File: config.mk
export PLATFORM = sky130hd
export DESIGN_NAME = variable_edge_histogram
export DESIGN_NICKNAME = d
export VERILOG_FILES = /design/src/rtl/core/vhist_pkg.sv /design/src/rtl/core/vhist_fifo.sv /design/src/rtl/core/vhist_front.sv /design/src/rtl/core/vhist_back.sv /design/src/rtl/core/variable_edge_histogram.sv
export SDC_FILE = /design/constraint.sdc
export NUM_CORES = 2
export LEC_CHECK = 0
export BUFFER_PORTS_ARGS = -buffer_cell sky130_fd_sc_hd__buf_2
export CAP_MARGIN = 5
export CORE_MARGIN = 2
export CORE_UTILIZATION = 61
export DETAILED_ROUTE_END_ITERATION = 16
export PLACE_DENSITY_LB_ADDON = 0.12
export REMOVE_ABC_BUFFERS = 1
export SLEW_MARGIN = 20
export SYNTH_ARGS = -nofsm -noshare
export SYNTH_HDL_FRONTEND = slang
export SYNTH_HIERARCHICAL = 1
export SYNTH_SLANG_ARGS = --single-unit
export TNS_END_PERCENT = 30
File: constraint.sdc
create_clock -name i_clk -period 7.6 [get_ports i_clk]
set_input_delay 1.52 -clock i_clk [delete_from_list [all_inputs] [get_ports i_clk]]
set_output_delay 1.52 -clock i_clk [all_outputs]
set_load 0.02 [all_outputs]
File: src/rtl/core/vhist_pkg.sv
// ----------------------------------------------------------------------------
// vhist_pkg
// Shared types and codes for the variable-edge histogram.
// ----------------------------------------------------------------------------
`default_nettype none

package vhist_pkg;

    // number of edge registers and field widths
    localparam int EDGE_REGS  = 7;
    localparam int BIN_W      = 3;
    localparam int VALUE_W    = 32;
    localparam int CFG_IDX_W  = 3;

    // depth of the internal queues
    localparam int QUEUE_DEPTH = 4;
    localparam int QPTR_W      = 2;

    typedef logic signed [VALUE_W-1:0] t_edge;

    // configuration register indexes
    localparam logic [CFG_IDX_W-1:0] CFG_EDGE_COUNT = 3'd0;
    localparam logic [CFG_IDX_W-1:0] CFG_EDGE_A     = 3'd1;
    localparam logic [CFG_IDX_W-1:0] CFG_EDGE_G     = 3'd7;

    // input op codes
    localparam logic OP_SAMPLE = 1'b0;
    localparam logic OP_REPORT = 1'b1;

    // result kinds
    localparam logic KIND_BIN   = 1'b0;
    localparam logic KIND_RANGE = 1'b1;

    // classified command handed from front to back
    typedef enum logic [1:0] {
        CMD_COUNT,
        CMD_REJECT,
        CMD_REPORT
    } t_cmd_op;

    typedef struct packed {
        t_cmd_op          op;
        logic [BIN_W-1:0] bin;
        t_edge            sample;
    } t_cmd;

    // one result item
    typedef struct packed {
        logic               kind;
        logic [BIN_W-1:0]   bin_index;
        logic [VALUE_W-1:0] hit_count;
        t_edge              low_edge;
        t_edge              high_edge;
        logic               last;
    } t_result;

    // back end sequencer
    typedef enum logic {
        BK_IDLE,
        BK_REPORT
    } t_back_state;

endpackage

`default_nettype wire

File: src/rtl/core/vhist_fifo.sv
// ----------------------------------------------------------------------------
// vhist_fifo
// Small register queue with full and empty flags.
// ----------------------------------------------------------------------------
`default_nettype none

module vhist_fifo #(
    parameter int P_WIDTH = 8
) (
    input  wire logic               i_clk,
    input  wire logic               i_rst_n,
    input  wire logic               i_push,
    input  wire logic [P_WIDTH-1:0] i_data,
    output logic                    o_full,
    input  wire logic               i_pop,
    output logic [P_WIDTH-1:0]      o_data,
    output logic                    o_empty
);
    import vhist_pkg::*;

    logic [P_WIDTH-1:0] r_mem [QUEUE_DEPTH];
    logic [QPTR_W-1:0]  r_wr_ptr;
    logic [QPTR_W-1:0]  r_rd_ptr;
    logic [QPTR_W:0]    r_count;
    logic               wr_en;
    logic               rd_en;

    // flags
    assign o_full  = (r_count == (QPTR_W+1)'(QUEUE_DEPTH));
    assign o_empty = (r_count == '0);
    assign wr_en   = i_push && !o_full;
    assign rd_en   = i_pop && !o_empty;
    assign o_data  = r_mem[r_rd_ptr];

    // storage
    always_ff @(posedge i_clk) begin
        if (wr_en) begin
            r_mem[r_wr_ptr] <= i_data;
        end
    end

    // pointers and fill level
    always_ff @(posedge i_clk) begin
        if (!i_rst_n) begin
            r_wr_ptr <= '0;
            r_rd_ptr <= '0;
            r_count  <= '0;
        end else begin
            if (wr_en) begin
                r_wr_ptr <= r_wr_ptr + 1'b1;
            end
            if (rd_en) begin
                r_rd_ptr <= r_rd_ptr + 1'b1;
            end
            if (wr_en && !rd_en) begin
                r_count <= r_count + 1'b1;
            end else if (rd_en && !wr_en) begin
                r_count <= r_count - 1'b1;
            end
        end
    end

endmodule

`default_nettype wire

File: src/rtl/core/vhist_front.sv
// ----------------------------------------------------------------------------
// vhist_front
// Classifies an incoming item against all edges at once.
// ----------------------------------------------------------------------------
`default_nettype none

module vhist_front #(
    parameter int MAX_BINS = 6
) (
    input  wire logic                   i_op,
    input  wire vhist_pkg::t_edge       i_sample_value,
    input  wire logic [2:0]             i_edge_count,
    input  wire vhist_pkg::t_edge       i_edges [vhist_pkg::EDGE_REGS],
    output vhist_pkg::t_cmd             o_cmd
);
    import vhist_pkg::*;

    localparam logic [BIN_W-1:0] EDGE_LIM = BIN_W'(MAX_BINS + 1);

    logic [BIN_W-1:0] n_eff;
    t_edge            top;
    logic             done;
    logic             hit;
    logic [BIN_W-1:0] bin;

    // number of edges in use
    assign n_eff = (i_edge_count > EDGE_LIM) ? EDGE_LIM : i_edge_count;
    assign top   = i_edges[n_eff - 3'd1];

    // scan from bin 0 upward; first step that settles the sample wins
    always_comb begin
        done = 1'b0;
        hit  = 1'b0;
        bin  = '0;
        if (n_eff >= 3'd2) begin
            for (int i = 0; i < MAX_BINS; i++) begin
                if (!done && (BIN_W'(i + 1) < n_eff)) begin
                    if ((i_sample_value < i_edges[i]) || (i_sample_value > top)) begin
                        done = 1'b1;
                    end else if (i_sample_value < i_edges[i+1]) begin
                        done = 1'b1;
                        hit  = 1'b1;
                        bin  = BIN_W'(i);
                    end else if (i_sample_value == top) begin
                        done = 1'b1;
                        hit  = 1'b1;
                        bin  = n_eff - 3'd2;
                    end
                end
            end
        end
    end

    // command to the back end
    always_comb begin
        o_cmd.sample = i_sample_value;
        o_cmd.bin    = bin;
        if (i_op == OP_REPORT) begin
            o_cmd.op = CMD_REPORT;
        end else if (hit) begin
            o_cmd.op = CMD_COUNT;
        end else begin
            o_cmd.op = CMD_REJECT;
        end
    end

endmodule

`default_nettype wire

File: src/rtl/core/vhist_back.sv
// ----------------------------------------------------------------------------
// vhist_back
// Holds the bin counters, applies commands and walks the bins for reports.
// ----------------------------------------------------------------------------
`default_nettype none

module vhist_back #(
    parameter int MAX_BINS    = 6,
    parameter int COUNT_WIDTH = 32
) (
    input  wire logic                i_clk,
    input  wire logic                i_rst_n,
    input  wire vhist_pkg::t_cmd     i_cmd,
    input  wire logic                i_cmd_empty,
    output logic                     o_cmd_pop,
    input  wire vhist_pkg::t_edge    i_edges [vhist_pkg::EDGE_REGS],
    output vhist_pkg::t_result       o_res,
    output logic                     o_res_push,
    input  wire logic                i_res_full
);
    import vhist_pkg::*;

    localparam int IDX_W = (MAX_BINS > 1) ? $clog2(MAX_BINS) : 1;
    localparam logic [IDX_W-1:0] LAST_IDX = IDX_W'(MAX_BINS - 1);

    t_back_state            r_state;
    t_back_state            n_state;
    logic [IDX_W-1:0]       r_idx;
    logic [IDX_W-1:0]       n_idx;
    logic [COUNT_WIDTH-1:0] r_count [MAX_BINS];

    logic [MAX_BINS-1:0]    nz;
    logic                   more_above;
    logic                   step;
    logic                   count_inc;
    logic [IDX_W-1:0]       cmd_bin;
    logic [63:0]            count_wide;
    logic [BIN_W-1:0]       edge_lo;

    // nonzero bins and whether any lies above the current one
    always_comb begin
        more_above = 1'b0;
        for (int j = 0; j < MAX_BINS; j++) begin
            nz[j] = (r_count[j] != '0);
            if (nz[j] && (IDX_W'(j) > r_idx)) begin
                more_above = 1'b1;
            end
        end
    end

    assign step       = !nz[r_idx] || !i_res_full;
    assign cmd_bin    = i_cmd.bin[IDX_W-1:0];
    assign count_wide = 64'(r_count[r_idx]);
    assign edge_lo    = BIN_W'(r_idx);

    // next state
    always_comb begin
        n_state = r_state;
        n_idx   = r_idx;
        unique case (r_state)
            BK_IDLE: begin
                if (!i_cmd_empty && (i_cmd.op == CMD_REPORT)) begin
                    n_state = BK_REPORT;
                    n_idx   = '0;
                end
            end
            BK_REPORT: begin
                if (step) begin
                    if (r_idx == LAST_IDX) begin
                        n_state = BK_IDLE;
                    end else begin
                        n_idx = r_idx + 1'b1;
                    end
                end
            end
            default: begin
                n_state = BK_IDLE;
            end
        endcase
    end

    // outputs
    always_comb begin
        o_cmd_pop  = 1'b0;
        o_res_push = 1'b0;
        count_inc  = 1'b0;
        o_res      = '0;
        unique case (r_state)
            BK_IDLE: begin
                if (!i_cmd_empty) begin
                    unique case (i_cmd.op)
                        CMD_COUNT: begin
                            o_cmd_pop = 1'b1;
                            count_inc = 1'b1;
                        end
                        CMD_REJECT: begin
                            o_cmd_pop      = !i_res_full;
                            o_res_push     = !i_res_full;
                            o_res.kind     = KIND_RANGE;
                            o_res.low_edge = i_cmd.sample;
                            o_res.last     = 1'b1;
                        end
                        CMD_REPORT: begin
                            o_cmd_pop = 1'b1;
                        end
                        default: begin
                            o_cmd_pop = 1'b1;
                        end
                    endcase
                end
            end
            BK_REPORT: begin
                o_res_push      = nz[r_idx] && !i_res_full;
                o_res.kind      = KIND_BIN;
                o_res.bin_index = edge_lo;
                o_res.hit_count = (count_wide[63:32] != '0) ? '1 : count_wide[31:0];
                o_res.low_edge  = i_edges[edge_lo];
                o_res.high_edge = i_edges[edge_lo + 3'd1];
                o_res.last      = !more_above;
            end
            default: begin
            end
        endcase
    end

    // sequencer registers
    always_ff @(posedge i_clk) begin
        if (!i_rst_n) begin
            r_state <= BK_IDLE;
            r_idx   <= '0;
        end else begin
            r_state <= n_state;
            r_idx   <= n_idx;
        end
    end

    // saturating bin counters
    always_ff @(posedge i_clk) begin
        if (!i_rst_n) begin
            for (int k = 0; k < MAX_BINS; k++) begin
                r_count[k] <= '0;
            end
        end else if (count_inc && (r_count[cmd_bin] != '1)) begin
            r_count[cmd_bin] <= r_count[cmd_bin] + 1'b1;
        end
    end

endmodule

`default_nettype wire

File: src/rtl/core/variable_edge_histogram.sv
// ----------------------------------------------------------------------------
// variable_edge_histogram
// Histogram of signed samples over programmable, ascending bin edges.
// ----------------------------------------------------------------------------
// Samples: one per cycle while the command queue is not full; a counted sample
//   updates its bin counter from the head of the command queue, and an out-of-range
//   result reaches the result ports through the command and result queues.
// Reports: the command is taken in the idle state, then one bin per cycle;
//   stalls on a bin only while the result queue is full.
// Reset clears edge count, edges, bin counters and both queues.
// ----------------------------------------------------------------------------
`default_nettype none

module variable_edge_histogram #(
    parameter int MAX_BINS    = 6,
    parameter int COUNT_WIDTH = 32
) (
    input  wire logic                                    i_clk,
    input  wire logic                                    i_rst_n,
    // item input
    input  wire logic                                    push,
    output logic                                         full,
    input  wire logic                                    i_op,
    input  wire logic signed [vhist_pkg::VALUE_W-1:0]    i_sample_value,
    // result output
    output logic                                         empty,
    input  wire logic                                    pop,
    output logic                                         o_kind,
    output logic [vhist_pkg::BIN_W-1:0]                  o_bin_index,
    output logic [vhist_pkg::VALUE_W-1:0]                o_hit_count,
    output logic signed [vhist_pkg::VALUE_W-1:0]         o_low_edge,
    output logic signed [vhist_pkg::VALUE_W-1:0]         o_high_edge,
    output logic                                         o_last,
    // configuration write
    input  wire logic                                    i_cfg_valid,
    output logic                                         o_cfg_ready,
    input  wire logic [vhist_pkg::CFG_IDX_W-1:0]         i_cfg_index,
    input  wire logic [vhist_pkg::VALUE_W-1:0]           i_cfg_data
);
    import vhist_pkg::*;

    logic [2:0] r_edge_count;
    t_edge      r_edges [EDGE_REGS];

    t_cmd       front_cmd;
    t_cmd       back_cmd;
    logic       cmd_empty;
    logic       cmd_pop;
    t_result    back_res;
    t_result    out_res;
    logic       res_push;
    logic       res_full;

    // configuration registers
    assign o_cfg_ready = 1'b1;

    always_ff @(posedge i_clk) begin
        if (!i_rst_n) begin
            r_edge_count <= '0;
            for (int k = 0; k < EDGE_REGS; k++) begin
                r_edges[k] <= '0;
            end
        end else if (i_cfg_valid && o_cfg_ready) begin
            unique case (i_cfg_index) inside
                CFG_EDGE_COUNT: begin
                    r_edge_count <= i_cfg_data[2:0];
                end
                [CFG_EDGE_A:CFG_EDGE_G]: begin
                    r_edges[i_cfg_index - 3'd1] <= i_cfg_data;
                end
                default: begin
                end
            endcase
        end
    end

    // classify incoming items
    vhist_front #(
        .MAX_BINS (MAX_BINS)
    ) u_front (
        .i_op           (i_op),
        .i_sample_value (i_sample_value),
        .i_edge_count   (r_edge_count),
        .i_edges        (r_edges),
        .o_cmd          (front_cmd)
    );

    // command queue between front and back
    vhist_fifo #(
        .P_WIDTH ($bits(t_cmd))
    ) u_cmd_q (
        .i_clk   (i_clk),
        .i_rst_n (i_rst_n),
        .i_push  (push),
        .i_data  (front_cmd),
        .o_full  (full),
        .i_pop   (cmd_pop),
        .o_data  (back_cmd),
        .o_empty (cmd_empty)
    );

    // counters and report sequencer
    vhist_back #(
        .MAX_BINS    (MAX_BINS),
        .COUNT_WIDTH (COUNT_WIDTH)
    ) u_back (
        .i_clk       (i_clk),
        .i_rst_n     (i_rst_n),
        .i_cmd       (back_cmd),
        .i_cmd_empty (cmd_empty),
        .o_cmd_pop   (cmd_pop),
        .i_edges     (r_edges),
        .o_res       (back_res),
        .o_res_push  (res_push),
        .i_res_full  (res_full)
    );

    // result queue
    vhist_fifo #(
        .P_WIDTH ($bits(t_result))
    ) u_res_q (
        .i_clk   (i_clk),
        .i_rst_n (i_rst_n),
        .i_push  (res_push),
        .i_data  (back_res),
        .o_full  (res_full),
        .i_pop   (pop),
        .o_data  (out_res),
        .o_empty (empty)
    );

    // result fields
    assign o_kind      = out_res.kind;
    assign o_bin_index = out_res.bin_index;
    assign o_hit_count = out_res.hit_count;
    assign o_low_edge  = out_res.low_edge;
    assign o_high_edge = out_res.high_edge;
    assign o_last      = out_res.last;

endmodule

`default_nettype wire

Word level (Yosys, flattened, before mapping). Memories as Yosys holds them, arrays and structs flattened. A register that Yosys moved wholly into a read port is not among the register bits. Index checks and enable logic that the tools add are counted.

Register bits after elaboration: 245. Latch bits: 0. RAM bits: 744. ROM bits: 0. Output and inout port bits: 104. Memories kept: 3.

Memories: u_res_q.r_mem (words 4, bits a word 101, read ports 1, clocked after memory_dff 1, write ports 1, line vhist_fifo.sv:21) `logic [P_WIDTH-1:0] r_mem [QUEUE_DEPTH];`; u_back.r_count (words 6, bits a word 32, read ports 8, clocked after memory_dff 1, write ports 6, line vhist_back.sv:30) `logic [COUNT_WIDTH-1:0] r_count [MAX_BINS];`; u_cmd_q.r_mem (words 4, bits a word 37, read ports 1, clocked after memory_dff 1, write ports 1, line vhist_fifo.sv:21).

Add/subtract/negate cells: 13. $mul: 0. Div/mod/pow operators: 0. Magnitude comparators: 30. Equality and inequality tests: 10. Shift operators: 0. Multiplexer cells: 146. Bitwise logic cells: 5. Reduce and logical (&&, ||, !) cells: 62.

Operators with widths (count): 32-bit 2-to-1 mux (11); 32-bit binary-select mux with 3-bit select (3); 224-bit bitwise mux (1); 32-bit less-than comparator (7); 32-bit nonzero test (6); 3-bit 2-to-1 mux (38); 32-bit demux with 3-bit select (1); 1-bit 2-to-1 mux (79); 32-bit one-hot mux with 2 select lines (1); 35-bit 2-to-1 mux (1); 32-bit by 1-bit adder with 32-bit output (second input constant) (1); 32-bit equality test (1); 32-bit greater-than comparator (1); 32-bit inequality test (second input constant) (1); 32-bit OR reduction (1); 1-bit logical AND (24); 4-bit >= comparator (second input constant) (4); 3-bit inverter with 4-bit output (4); 1-bit logical NOT (15); 3-bit by 1-bit subtractor with 3-bit output (second input constant) (4); 2-bit 2-to-1 mux (5); 3-bit by 1-bit adder with 3-bit output (second input constant) (3); 3-bit equality test (second input constant) (3); 3-bit logical NOT (3); other kinds (27) (48).

Longest topological paths before layout.
Depth after elaboration: 39. Mapped depth: 21. Mapped depth without buffers: 17.

Hierarchy. The synthesis kept the hierarchy.

Modules (own cells, without submodules): vhist_back (times used 1, cells an instance 1549, area each 18427.7 µm², sequential area each 7827.5 µm²); vhist_fifo at u_res_q (times used 1, cells an instance 575, area each 15059.4 µm², sequential area each 12311.8 µm²); vhist_front (times used 1, cells an instance 1196, area each 8934.8 µm², sequential area each 0.0 µm²); variable_edge_histogram (times used 1, cells an instance 787, area each 8189.1 µm², sequential area each 4544.4 µm²); vhist_fifo at u_cmd_q (times used 1, cells an instance 241, area each 5863.1 µm², sequential area each 4624.4 µm²).

Least setup slack after synthesis. OpenSTA, ideal clock, no wires.

Path type: register to register. From: reg (tool-made name). To: mem u_back.r_count[6][0], enable pin. Setup time: 0.461 ns. Arrival time: 5.951 ns. Slack: 1.188 ns. Cell stages (with the launch flop): 17. Path buffers: 9. Period minus slack after synthesis: 6.412 ns. Path through: dfxtp_1 buf_6 buf_12 mux4_2 clkbuf_1 buf_6 buf_6 buf_6 clkbuf_1 clkbuf_1 mux2_2 ha_1 nand4_2 or4_1 buf_2 o211ai_2 nor3_1.

RTL lines (line): end: declaration (vhist_back.sv:30).

==> flow_summary.yaml <==
sta:
  fin_crit_ps: 6060
  max_freq_mhz: 165
  fin_crit_sh: 0.797
  maxSlewViolCount: 0
  slew_headroom: 0.174
  hold_viol: 0
  worst_slew_pin_slew_ps: 1240
  rsz0062_at_grt: "no"
  setup_viol: 0
  layout_setup_ws_ps: 1540
  fin_skew_ps: 38.0
place:
  gp_congestion: 0.946
  dp_hpwl_um: 102000
  io_buffers: 175
  dpl_worst_slack_ps: 1710
  place_area_um2: 57900
logic_synthesis:
  syn_inst: 4348
  synth_cell_types: 104
  synth_edf_count: 808
  synthFlopType: "edfxtp_1"
  synth_warnings: 6
  ys_ff_latch: 1060
  synth_seq_area_share: 0.519
  synthArstFlopShare: 0
  synth.cell_area_um2: 56500
  syn_area_per_cell_um2: 13.0
cts:
  cts_root_buf: "clkbuf_16"
  clock_path_buffers: 3
  cts.reportedPaths.clkPinSlew_ps: 60
  cts_resized: 0
  insertion_delay_ps: 720
  cts.sinks: 1060
  cts_made_buffers: 107
  post-cts-setup-buffers: 0
  cts_tree: "built"
  h-tree-depth: 3
  holdBufCountCts: 0
floorplanning:
  core_area_um2: 91700
  num_io_pins: 177
  die_x_um: 308
  die_h_um: 308
  die_area_um2: 95000
  start_util: 0.616
  num_rows: 111
critical_path:
  crit_path_start_kind: "flip-flop"
  setup.worst_path.end_class: "flip-flop"
  cp_max_fo: 32
  crit_type: "reg -> reg"
  cp.required_ps: 8030
  cp.arrival_ps: 6490
power:
  power.density_nw_per_um2: 284
  leakage_nw: 21.8
  irDropWorstVdd_mv: 0.243
final_layout:
  final_util: 0.672
  areaGrowthSynthToFinish_pct: 9.08
  n_fill_cell: 6705
  drive_above_1_share: 0.187
  nNetsFinal: 4768
  fin_area_um2: 61600
grt:
  grt_pass1_vias: 37700
  gr-usage-met1: 0.493
  grt.met2_usage: 0.501
  antenna_found_initial: 4
  grt_most_used_layer: "met2"
  grt_pass1_wl_um: 237000
  use_met3: 0.0693
  grt_max_degree: 86
  track_usage: 0.333
  grt_overflow: 0
route:
  wl_um: 158000
  dr.pass1.iters: 6
  ant_nets: 0
  viasPerCell: 6.74
  drc: 0
  drtIter0Drc: 4519
  wire_per_inst_um: 27.7
  vias: 38400
min_path:
  holdCritPathClass: "reg -> reg"
status:
  status: "complete, no violations"
job:
  drv_cap: 0
[cell families (layout without fill, tap and decap cells)]
| group | count (synthesis) | count (layout) | share of synthesized area |
|---|---|---|---|
| compound gates | 570 | 570 | 0.0650 |
| xor+xnor | 39 | 39 | 0.00605 |
| fa+ha+maj | 274 | 274 | 0.0610 |
| buf+inv | 536 | 702 | 0.0464 |
| flops | 1060 | 1060 | 0.519 |
| mux | 763 | 763 | 0.213 |
| other cells | 1 | 3 | 0.0000664 |
| simple gates | 1105 | 1105 | 0.0900 |
[power by group]
| group | leakage, nW | switching [mW] | internal [mW] |
|---|---|---|---|
| clock network | 1.78 | 2.31 | 3.13 |
| registers | 9.63 | 0.382 | 6.88 |
| logic | 10.4 | 2.91 | 1.86 |
[final timing paths]
check	cells after the start	to	slack [ps]	start
min	2	u_cmd_q/r_wr_ptr[1]$_SDFFE_PN0P_	510	u_cmd_q/r_wr_ptr[1]$_SDFFE_PN0P_
min reg2reg	2	u_cmd_q/r_wr_ptr[1]$_SDFFE_PN0P_	510	u_cmd_q/r_wr_ptr[1]$_SDFFE_PN0P_
max	16	u_cmd_q/r_mem[1][33]$_DFFE_PP_	1540	r_edge_count[0]$_SDFFE_PN0P_
max reg2reg	16	u_cmd_q/r_mem[1][33]$_DFFE_PP_	1540	r_edge_count[0]$_SDFFE_PN0P_
[state kept, by name, indices dropped and copies added (netlist names), named ones only]
name and flops:
u_back/edge_lo 3, u_res_q/r_wr_ptr 2, u_res_q/r_mem 404, u_back/r_count 256, u_cmd_q/r_mem 148, r_edges 224
u_res_q/r_rd_ptr 2, u_cmd_q/r_count 3, u_res_q/r_count 3, u_cmd_q/r_wr_ptr 2, r_edge_count 3, u_cmd_q/r_rd_ptr 2
u_back/r_state 1
[Yosys cell counts, types with 7 or more instances]
cell      instances  area [um^2]
nor3_1           25          125
buf_12            7          140
dfxtp_1         252         5040
edfxtp_1        808        24300
mux4_1           21          552
a22o_1           34          298
nor2b_1          47          294
a21o_1           17          128
a31oi_1          13         81.3
o21ai_0         113          566
and4_1            8         70.1
buf_4            45          338
nand2b_1         12         75.1
buf_2            42          210
a21oi_1         208         1040
nand3_1          74          370
nand2_1         396         1490
a211oi_1          9         67.6
clkbuf_1        115          432
nor4_1           64          400
o22a_1           34          298
or2_2             7         43.8
buf_1            41          154
xor2_1           13          114
xnor2_1          26          228
ha_1            272         3400
buf_6            30          338
nand4_1          37          231
mux4_2          315         7090
and2_1           22          138
inv_1           248          931
o211ai_1          7         52.6
nor2_1          353         1330
mux2i_1         401         4010
o21a_1           11         82.6
a22oi_1          36          270
a21boi_0          7         52.6
mux2_2           22          248
a221oi_1          8         70.1
[critical path, cell delays in order (launching register included)]
cell	delay (ps)
dfxtp_4	640
inv_2	370
nand2_1	200
o21a_2	870
mux4_2	370
a21oi_1	70
ha_1	360
nand4_1	240
or4_1	630
nor3_2	220
o41a_2	250
nor3_1	70
or2_1	270
or4_1	530
nor2_1	170
a31oi_1	60
o32ai_1	500
[layout by cell type (no fill, tap or decap), types with 37 or more instances in the layout]
cell,n
a21oi_1,208
mux4_2,314
buf_2,174
clkbuf_16,108
nor2b_1,47
nand3_1,74
nand2_1,396
mux2i_1,401
inv_1,247
o21ai_0,112
dfxtp_1,240
nand4_1,37
ha_1,270
edfxtp_1,808
nor4_1,64
buf_4,70
nor2_1,347
[through the flow]
| stage | total power, mW | std cells | TNS (ps) | hold slack [ps] |
|---|---|---|---|---|
| 2_1_floorplan | 10.6 | 4063 | -591230 | 467 |
| 3_3_place_gp | 12.0 | 5498 | 0 | 483 |
| 3_5_place_dp | 12.1 | 5498 | 0 | 503 |
| 4_1_cts | 17.5 | 5700 | 0 | 511 |
| 5_1_grt | 18.1 | 5701 | 0 | 533 |
| 6_report | 17.5 | 5702 | 0 | 507 |
[layer usage]
metal  part of all wire  routed length (um)
met5            0.00016                  25
met4              0.030                4740
met3               0.11               17000
met2               0.44               69800
met1               0.42               66400
[layout make-up]
type	count	area, um^2	area share
multi-input cells	2752	24700	0.400
diodes	2	5.00	0.0000812
well taps	1186	1480	0.0241
inverters	251	942	0.0153
clock buffers	130	2880	0.0467
flip-flops and latches	1060	29300	0.476
repair buffers	249	1490	0.0242
clock inverters	72	808	0.0131
No activity file was read; power rests on OpenSTA's default activity.
